==> src/hdl/hrhp_pkg.sv <==
package hrhp_pkg;

  localparam logic [7:0] LF_CHAR    = 8'h0a;
  localparam logic [7:0] CR_CHAR    = 8'h0d;
  localparam logic [7:0] SPACE_CHAR = 8'h20;
  localparam logic [7:0] COLON_CHAR = 8'h3a;
  localparam logic [7:0] DOT_CHAR   = 8'h2e;
  localparam logic [7:0] ZERO_CHAR  = 8'h30;
  localparam logic [7:0] NINE_CHAR  = 8'h39;

  // Only the first seven method bytes are ever compared against the names.
  localparam int unsigned METHOD_MAX_CHARS = 7;
  localparam int unsigned METHOD_STORE     = (METHOD_MAX_CHARS < 7) ? METHOD_MAX_CHARS : 7;

  localparam int unsigned QUEUE_DEPTH = 4;
  localparam int unsigned QUEUE_PTR_W = $clog2(QUEUE_DEPTH);
  localparam int unsigned QUEUE_CNT_W = $clog2(QUEUE_DEPTH + 1);

  typedef enum logic [2:0] {
    EV_PATH_BYTE,
    EV_REQ_LINE_OK,
    EV_NAME_BYTE,
    EV_VALUE_BYTE,
    EV_HEADER_END,
    EV_COMPLETE,
    EV_INVALID
  } event_kind_e;

  localparam logic [3:0] METHOD_UNKNOWN = 4'd8;

  // Method names with the first byte in the low bits, zero padded.
  localparam logic [55:0] METHOD_NAMES [8] = '{
    {32'h0, "T", "E", "G"},
    {24'h0, "D", "A", "E", "H"},
    {24'h0, "T", "S", "O", "P"},
    {32'h0, "T", "U", "P"},
    {8'h0, "E", "T", "E", "L", "E", "D"},
    {16'h0, "E", "C", "A", "R", "T"},
    {"S", "N", "O", "I", "T", "P", "O"},
    {"T", "C", "E", "N", "N", "O", "C"}
  };
  localparam logic [3:0] METHOD_LENS [8] = '{4'd3, 4'd4, 4'd4, 4'd3, 4'd6, 4'd5, 4'd7, 4'd7};

  localparam logic [31:0] PROTO_PREFIX = "HTTP";

  // Request line: token 0 method, 1 path, 2 version.
  // Header line: token 0 name, 1 spaces before value, 2 value.
  typedef struct packed {
    logic        line_phase;
    logic [1:0]  token_phase;
    logic [55:0] method_chars;
    logic [3:0]  method_count;
    logic [2:0]  version_offset;
    logic        prefix_good;
    logic        dot_found;
    logic [15:0] major_value;
    logic [15:0] minor_value;
    logic [1:0]  digits_active;
    logic        line_nonempty;
  } state_t;

  localparam state_t STATE_CLEAR = '{
    line_phase:     1'b0,
    token_phase:    2'd0,
    method_chars:   56'h0,
    method_count:   4'd0,
    version_offset: 3'd0,
    prefix_good:    1'b1,
    dot_found:      1'b0,
    major_value:    16'h0,
    minor_value:    16'h0,
    digits_active:  2'b00,
    line_nonempty:  1'b0
  };

  typedef struct packed {
    event_kind_e kind;
    logic [7:0]  data;
    logic [3:0]  method;
    logic [15:0] major;
    logic [15:0] minor;
    logic        last;
  } result_t;

  typedef struct packed {
    state_t  st;
    logic    emit;
    result_t res;
  } step_t;

  typedef struct packed {
    logic [1:0] count;
    result_t    first;
    result_t    second;
  } push_t;

  function automatic logic [3:0] method_of(logic [55:0] chars, logic [3:0] count);
    logic [3:0] code;
    code = METHOD_UNKNOWN;
    for (int k = 7; k >= 0; k--) begin
      if (count == METHOD_LENS[k] && chars == METHOD_NAMES[k]) begin
        code = 4'(k);
      end
    end
    return code;
  endfunction

  function automatic logic [15:0] add_digit(logic [15:0] v, logic [7:0] c);
    logic [19:0] t;
    t = {1'b0, v, 3'b000} + {3'b000, v, 1'b0} + {16'h0, c[3:0]};
    return (t > 20'd65535) ? 16'hffff : t[15:0];
  endfunction

  function automatic result_t make_result(event_kind_e kind, logic [7:0] data);
    result_t r;
    r = '0;
    r.kind = kind;
    r.data = data;
    return r;
  endfunction

  function automatic state_t version_byte(state_t s, logic [7:0] c);
    state_t n;
    logic   digit;
    n = s;
    digit = (c >= ZERO_CHAR) && (c <= NINE_CHAR);
    if (s.version_offset < 3'd4 &&
        c != PROTO_PREFIX[31 - 8 * s.version_offset[1:0] -: 8]) begin
      n.prefix_good = 1'b0;
    end
    if (s.version_offset == 3'd5) begin
      n.digits_active[0] = 1'b1;
    end
    if (n.digits_active[0]) begin
      if (digit) n.major_value = add_digit(s.major_value, c);
      else n.digits_active[0] = 1'b0;
    end
    if (n.digits_active[1]) begin
      if (digit) n.minor_value = add_digit(s.minor_value, c);
      else n.digits_active[1] = 1'b0;
    end
    if (!s.dot_found && c == DOT_CHAR) begin
      n.dot_found        = 1'b1;
      n.digits_active[1] = 1'b1;
    end
    if (s.version_offset < 3'd7) begin
      n.version_offset = s.version_offset + 3'd1;
    end
    return n;
  endfunction

  function automatic step_t data_byte(state_t s, logic [7:0] c);
    step_t r;
    r.st   = s;
    r.emit = 1'b0;
    r.res  = make_result(EV_PATH_BYTE, c);
    r.st.line_nonempty = 1'b1;
    if (!s.line_phase) begin
      case (s.token_phase)
        2'd0: begin
          if (c == SPACE_CHAR) begin
            r.st.token_phase = 2'd1;
          end else begin
            if (s.method_count < 4'(METHOD_STORE)) begin
              r.st.method_chars[8 * s.method_count[2:0] +: 8] = c;
            end
            if (s.method_count != 4'd15) begin
              r.st.method_count = s.method_count + 4'd1;
            end
          end
        end
        2'd1: begin
          if (c == SPACE_CHAR) r.st.token_phase = 2'd2;
          else r.emit = 1'b1;
        end
        default: begin
          r.st = version_byte(r.st, c);
        end
      endcase
    end else begin
      case (s.token_phase)
        2'd0: begin
          if (c == COLON_CHAR) begin
            r.st.token_phase = 2'd1;
          end else begin
            r.emit = 1'b1;
            r.res  = make_result(EV_NAME_BYTE, c);
          end
        end
        2'd1: begin
          if (c != SPACE_CHAR) begin
            r.st.token_phase = 2'd2;
            r.emit = 1'b1;
            r.res  = make_result(EV_VALUE_BYTE, c);
          end
        end
        default: begin
          r.emit = 1'b1;
          r.res  = make_result(EV_VALUE_BYTE, c);
        end
      endcase
    end
    return r;
  endfunction

  function automatic step_t line_end(state_t s);
    step_t   r;
    result_t info;
    info        = '0;
    info.method = method_of(s.method_chars, s.method_count);
    info.major  = s.major_value;
    info.minor  = s.minor_value;
    r.st   = s;
    r.emit = 1'b1;
    r.res  = make_result(EV_INVALID, 8'h00);
    if (!s.line_phase) begin
      if (s.token_phase >= 2'd2 && s.prefix_good && s.version_offset >= 3'd4 &&
          s.dot_found) begin
        r.res      = info;
        r.res.kind = EV_REQ_LINE_OK;
        r.st.line_phase    = 1'b1;
        r.st.token_phase   = 2'd0;
        r.st.line_nonempty = 1'b0;
      end else begin
        r.st = STATE_CLEAR;
      end
    end else if (!s.line_nonempty) begin
      r.res      = info;
      r.res.kind = EV_COMPLETE;
      r.st       = STATE_CLEAR;
    end else if (s.token_phase == 2'd0) begin
      r.st = STATE_CLEAR;
    end else begin
      r.res      = info;
      r.res.kind = EV_HEADER_END;
      r.st.token_phase   = 2'd0;
      r.st.line_nonempty = 1'b0;
    end
    return r;
  endfunction

endpackage

==> src/hdl/hrhp_core.sv <==
module hrhp_core (
  input  logic             clk_i,
  input  logic             rst_ni,
  input  logic             accept_i,
  input  logic [7:0]       byte_i,
  output hrhp_pkg::push_t  push_o
);
  import hrhp_pkg::*;

  state_t state_q, state_d;
  logic   held_cr_q, held_cr_d;
  step_t  step_a, step_b;
  push_t  push;

  always_comb begin
    state_d   = state_q;
    held_cr_d = held_cr_q;
    step_a    = '0;
    step_b    = '0;
    if (byte_i == LF_CHAR) begin
      held_cr_d = 1'b0;
      step_b    = line_end(state_q);
      state_d   = step_b.st;
    end else begin
      step_a.st = state_q;
      // A held CR that is not followed by LF is ordinary data, handled first.
      if (held_cr_q) begin
        held_cr_d = 1'b0;
        step_a    = data_byte(state_q, CR_CHAR);
      end
      state_d = step_a.st;
      if (byte_i == CR_CHAR) begin
        held_cr_d = 1'b1;
      end else begin
        step_b  = data_byte(step_a.st, byte_i);
        state_d = step_b.st;
      end
    end
  end

  always_comb begin
    push        = '0;
    push.count  = {1'b0, step_a.emit} + {1'b0, step_b.emit};
    push.first  = step_a.emit ? step_a.res : step_b.res;
    push.second = step_b.res;
    if (step_a.emit && step_b.emit) begin
      push.second.last = 1'b1;
    end else begin
      push.first.last = 1'b1;
    end
    if (!accept_i) begin
      push.count = 2'd0;
    end
  end

  assign push_o = push;

  always_ff @(posedge clk_i or negedge rst_ni) begin
    if (!rst_ni) begin
      state_q   <= STATE_CLEAR;
      held_cr_q <= 1'b0;
    end else if (accept_i) begin
      state_q   <= state_d;
      held_cr_q <= held_cr_d;
    end
  end

endmodule

==> src/hdl/hrhp_result_queue.sv <==
module hrhp_result_queue (
  input  logic              clk_i,
  input  logic              rst_ni,
  input  hrhp_pkg::push_t   push_i,
  input  logic              pop_i,
  output hrhp_pkg::result_t head_o,
  output logic              nonempty_o,
  output logic              room_for_two_o
);
  import hrhp_pkg::*;

  result_t                  mem_q [QUEUE_DEPTH];
  logic [QUEUE_PTR_W-1:0]   wr_ptr_q, wr_ptr_d;
  logic [QUEUE_PTR_W-1:0]   rd_ptr_q, rd_ptr_d;
  logic [QUEUE_CNT_W-1:0]   count_q, count_d;
  logic [QUEUE_PTR_W-1:0]   wr_next;
  logic                     do_pop;

  assign nonempty_o     = (count_q != '0);
  assign room_for_two_o = (count_q <= QUEUE_CNT_W'(QUEUE_DEPTH - 2));
  assign head_o         = mem_q[rd_ptr_q];
  assign do_pop         = pop_i && nonempty_o;
  assign wr_next        = wr_ptr_q + QUEUE_PTR_W'(1);

  always_comb begin
    wr_ptr_d = wr_ptr_q + QUEUE_PTR_W'(push_i.count);
    rd_ptr_d = rd_ptr_q + QUEUE_PTR_W'(do_pop);
    count_d  = count_q + QUEUE_CNT_W'(push_i.count) - QUEUE_CNT_W'(do_pop);
  end

  always_ff @(posedge clk_i) begin
    if (push_i.count != 2'd0) begin
      mem_q[wr_ptr_q] <= push_i.first;
    end
    if (push_i.count == 2'd2) begin
      mem_q[wr_next] <= push_i.second;
    end
  end

  always_ff @(posedge clk_i or negedge rst_ni) begin
    if (!rst_ni) begin
      wr_ptr_q <= '0;
      rd_ptr_q <= '0;
      count_q  <= '0;
    end else begin
      wr_ptr_q <= wr_ptr_d;
      rd_ptr_q <= rd_ptr_d;
      count_q  <= count_d;
    end
  end

endmodule

==> src/hdl/http_request_head_parser_top.sv <==
// HTTP/1.x request head parser.
// The input channel (in_valid_i, in_ready_o, byte_in_i) takes one raw byte of
// the request stream per transaction. The output channel (out_valid_o,
// out_ready_i and the result fields) gives one parse event per transaction.
// A byte gives zero, one or two events; last_of_step_o marks the final event
// caused by a byte. A CR is held back until the next byte shows whether it
// ends a line, so its events appear with the following byte.
// Each accepted byte updates the parse state; its events go into a four-entry
// result queue and are offered on the output, behind earlier events, from the
// cycle after acceptance. A byte can be taken every cycle while in_ready_o is
// high. in_ready_o is high while the queue has room for two events; when the
// receiver stalls the queue fills and in_ready_o drops until entries are
// taken, with no event lost. Reset empties the queue, drops any held CR and
// returns the parser to the start of a request line.
module http_request_head_parser_top (
  input  logic        clk_i,
  input  logic        rst_ni,
  input  logic        in_valid_i,
  output logic        in_ready_o,
  input  logic [7:0]  byte_in_i,
  output logic        out_valid_o,
  input  logic        out_ready_i,
  output logic [2:0]  event_kind_o,
  output logic [7:0]  byte_out_o,
  output logic [3:0]  method_code_o,
  output logic [15:0] version_major_o,
  output logic [15:0] version_minor_o,
  output logic        last_of_step_o
);
  import hrhp_pkg::*;

  push_t   push;
  result_t head;
  logic    room_for_two;
  logic    accept;

  assign in_ready_o = room_for_two;
  assign accept     = in_valid_i && room_for_two;

  hrhp_core u_core (
    .clk_i    (clk_i),
    .rst_ni   (rst_ni),
    .accept_i (accept),
    .byte_i   (byte_in_i),
    .push_o   (push)
  );

  hrhp_result_queue u_queue (
    .clk_i          (clk_i),
    .rst_ni         (rst_ni),
    .push_i         (push),
    .pop_i          (out_ready_i),
    .head_o         (head),
    .nonempty_o     (out_valid_o),
    .room_for_two_o (room_for_two)
  );

  assign event_kind_o    = head.kind;
  assign byte_out_o      = head.data;
  assign method_code_o   = head.method;
  assign version_major_o = head.major;
  assign version_minor_o = head.minor;
  assign last_of_step_o  = head.last;

endmodule
==> config.mk <==
export PLATFORM = sky130hd
export DESIGN_NAME = http_request_head_parser_top
export DESIGN_NICKNAME = d
export VERILOG_FILES = /design/src/hdl/hrhp_pkg.sv /design/src/hdl/hrhp_core.sv /design/src/hdl/hrhp_result_queue.sv /design/src/hdl/http_request_head_parser_top.sv
export SDC_FILE = /design/constraint.sdc
export NUM_CORES = 1
export LEC_CHECK = 0
export BUFFER_PORTS_ARGS = -buffer_cell sky130_fd_sc_hd__clkbuf_2
export CORE_ASPECT_RATIO = 0.75
export CORE_MARGIN = 2
export CORE_UTILIZATION = 57
export DETAILED_ROUTE_END_ITERATION = 10
export PLACE_DENSITY_LB_ADDON = 0.25
export SLEW_MARGIN = 20
export SYNTH_ARGS = -nofsm -noshare
export SYNTH_HDL_FRONTEND = slang
export SYNTH_SLANG_ARGS = --single-unit
export TNS_END_PERCENT = 20
==> constraint.sdc <==
create_clock -name clk_i -period 5.7 [get_ports clk_i]
set_input_delay 0.57 -clock clk_i [delete_from_list [all_inputs] [get_ports clk_i]]
set_output_delay 0.57 -clock clk_i [all_outputs]
set_load 0.1 [all_outputs]
==> flow_summary.json <==
{
  "cts_tree": "built",
  "grt_pass1_wl_um": 61600,
  "synth_cell_type_count": 78,
  "drive_gt1_share_pct": 13.9,
  "grt_pass1_vias": 10849,
  "yosysWarnings": 0,
  "yosys_most_used_dff": "edfxtp_1",
  "setup-tns-final_ns": 0,
  "yosysSeqAreaShare_pct": 52.6,
  "ys_async_sr_fraction_pct": 36.6,
  "holdCritPathClass": "in -> async",
  "cap_violations": 0,
  "top_layer": "met5",
  "area_growth_pct": 10.8,
  "drtIter0Drc": 1092,
  "antenna_left": 0,
  "drtPass1Iterations": 6,
  "fp.dieArea_sq_um": 29900,
  "r2r_start": "u_core.state_q[102]$_DFFE_PN0P_",
  "finalSetupViolCount": 0,
  "r2r_cells": 11,
  "worst_pin_slew_ns": 0.991,
  "maxSlewHeadroom_pct": 33.0,
  "critPathKind": "reg -> reg",
  "finalHoldViolCount": 0,
  "wirelength_um": 39000,
  "die_w_um": 199,
  "grt-ovfl-total": 0,
  "syn_inst": 1374,
  "dr_wl_met2_um": 16900,
  "slew_viol_final": 0,
  "via_per_inst": 6.30,
  "cts_buffer_depth": 3,
  "ys_seq_elements": 303,
  "finalClockSkew_ns": 0.0230,
  "vdd_ir_drop_max_mv": 0.367,
  "cts_buffers": 30,
  "clockRootBuffer": "clkbuf_16",
  "clk_latency_ns": 0.57,
  "power_w": 0.00847,
  "syn_nets": 1473,
  "vias": 11508,
  "fmax_mhz": 215,
  "grtUsageTotal_pct": 26.9,
  "ctsResizeCount": 0,
  "run_status": "finished, final reports clean",
  "io_buffers": 61,
  "drt-met1-wl_um": 17800,
  "wl_per_cell_um": 21.3,
  "num_rows": 53,
  "yosysMostFrequentCell": "edfxtp_1",
  "cp-end-kind": "flip-flop",
  "setup.worst_path.start_class": "flip-flop",
  "wl_met3_um": 3520,
  "power_per_cell_area_nw_per_um2": 470,
  "crit_required_ns": 6.20,
  "final_cells": 1828,
  "io_pins": 62,
  "drc": 0,
  "leakage_nw": 7.43,
  "cp_data_arrival_time_ns": 5.15,
  "finalNetCount": 1518,
  "cts.hold.buffers_added": 0,
  "fin_crit_ns": 4.66,
  "fin_util_pct": 64.2,
  "cts.sinks": 303,
  "start_util_pct": 57.9,
  "critPathMaxFanout": 17,
  "grt_antenna_before_repair": 1,
  "netlist_top_cells_count": "edfxtp_1 (192), and2_1 (150), nand2_1 (117)",
  "yosys-top-cells-area": "edfxtp_1 (35%), dfrtp_1 (17%), mux4_2 (6.7%)",
  "rsz0062_at_grt": "false",
  "postCtsSetupBuffers": 0,
  "nFillCells": 2124,
  "diodes": 0,
  "yosys.area.top_type": "edfxtp_1",
  "h-tree-depth": 1,
  "synth_edf_count": 192,
  "path_clk_slew_ns": 0.07,
  "fin_crit_sh_pct": 81.7,
  "syn_area_sq_um": 16200,
  "placed_cells": 1772,
  "grt_max_degree": 83,
  "setup.worst_path.start": "u_core.state_q[102]$_DFFE_PN0P_",
  "synth_top_area_share_pct": 35.5,
  "synth_area_per_cell_sq_um": 11.8,
  "die_height_um": 150,
  "dp_hpwl_um": 26400,
  "gp_congestion": 0.956,
  "coreArea_sq_um": 28100
}
registers in the layout, summed over array words and instances, names as in the netlist:
register,cells
u_core.held_cr_q,1
u_queue.count_q,3
u_core.state_q,103
u_queue.wr_ptr_q,2
u_queue.rd_ptr_q,2
u_queue.mem_q,192
where the power goes:
part | leakage [nW] | switching, W | total (W) | internal [W]
Combinational | 3.62 | 0.00310 | 0.00391 | 0.000801
Clock | 0.503 | 0.000846 | 0.00206 | 0.00121
Sequential | 3.31 | 0.000129 | 0.00251 | 0.00238
Total | 7.43 | 0.00408 | 0.00847 | 0.00439
cell families after synthesis:
group | share of synthesized area (%)
buf+inv | 2.69
compound gates | 11.4
fa+ha+maj | 6.93
mux | 7.15
flops | 52.6
xor+xnor | 1.46
simple gates | 17.8
metal layers:
layer	global-route usage (%)	vias to the layer above
met5	0	-
met4	6.49	2
met3	5.71	64
met2	38.8	533
met1	41.6	5605
li1	-	5304
through the flow:
step	hold slack, ns	setup WS, ns	instance area, sq um
2_1_floorplan	0.274	0.492	16300
3_3_place_gp	0.474	1.28	17000
3_5_place_dp	0.480	1.16	17000
4_1_cts	0.197	1.13	18000
5_1_grt	0.240	0.705	18000
6_report	0.173	1.04	18000
critical path: stages, from the launching register on:
cell and delay, ns:
dfrtp_1 0.55, or4b_1 0.79, nor3_1 0.35, or2_1 0.36, ha_1 0.34, nor3b_1 0.08, mux2i_1 0.14, a2bb2oi_1 0.66
or3_1 0.32, nor2_1 0.12, o31ai_1 0.65, a22o_1 0.23
placed cells by master (no fill, tap or decap), drive strengths merged, types with 8 or more instances in the layout:
master  synthesis  routed
edfxtp        192     192
a22o           28      28
mux4           48      48
a221o          22      22
or4            10      10
nor2           63      63
nand2         117     117
o211ai          9       9
nor3           28      28
nand2b         13      13
or3            12      12
inv            42      44
a21oi          47      47
o21ai          60      60
clkbuf         58      97
clkinv          0      11
buf            13      24
a22oi          14      14
o22ai           8       8
and2          150     150
a31oi          17      17
nand3          27      27
nor2b           9       9
xnor2          16      16
and3           14      14
xor2           11      11
dfrtp         110     110
ha             82      82
nor4           25      25
nand4          15      15
final timing paths:
path                            slack, ns                             end
worst max-delay path                 1.04  u_core.state_q[97]$_DFFE_PN0P_
worst min-delay path                 0.17  u_core.state_q[57]$_DFFE_PN0P_
worst max register to register       1.04  u_core.state_q[97]$_DFFE_PN0P_
worst min register to register       0.49    u_queue.count_q[2]$_DFF_PN0_
max in group asynchronous            4.35  u_core.state_q[19]$_DFFE_PN0P_
min in group clk_i                   0.38   u_queue.rd_ptr_q[0]$_DFF_PN0_
cell type report:
type	count	area, sq um	share of cell area, %
clock inverters	19	238	1.32
multi-input cells	958	7310	40.6
flip-flops and latches	303	8550	47.5
inverters	42	158	0.875
well taps	385	482	2.68
repair buffers	84	480	2.67
clock buffers	37	787	4.37
Power figures use the tool's default switching activity.
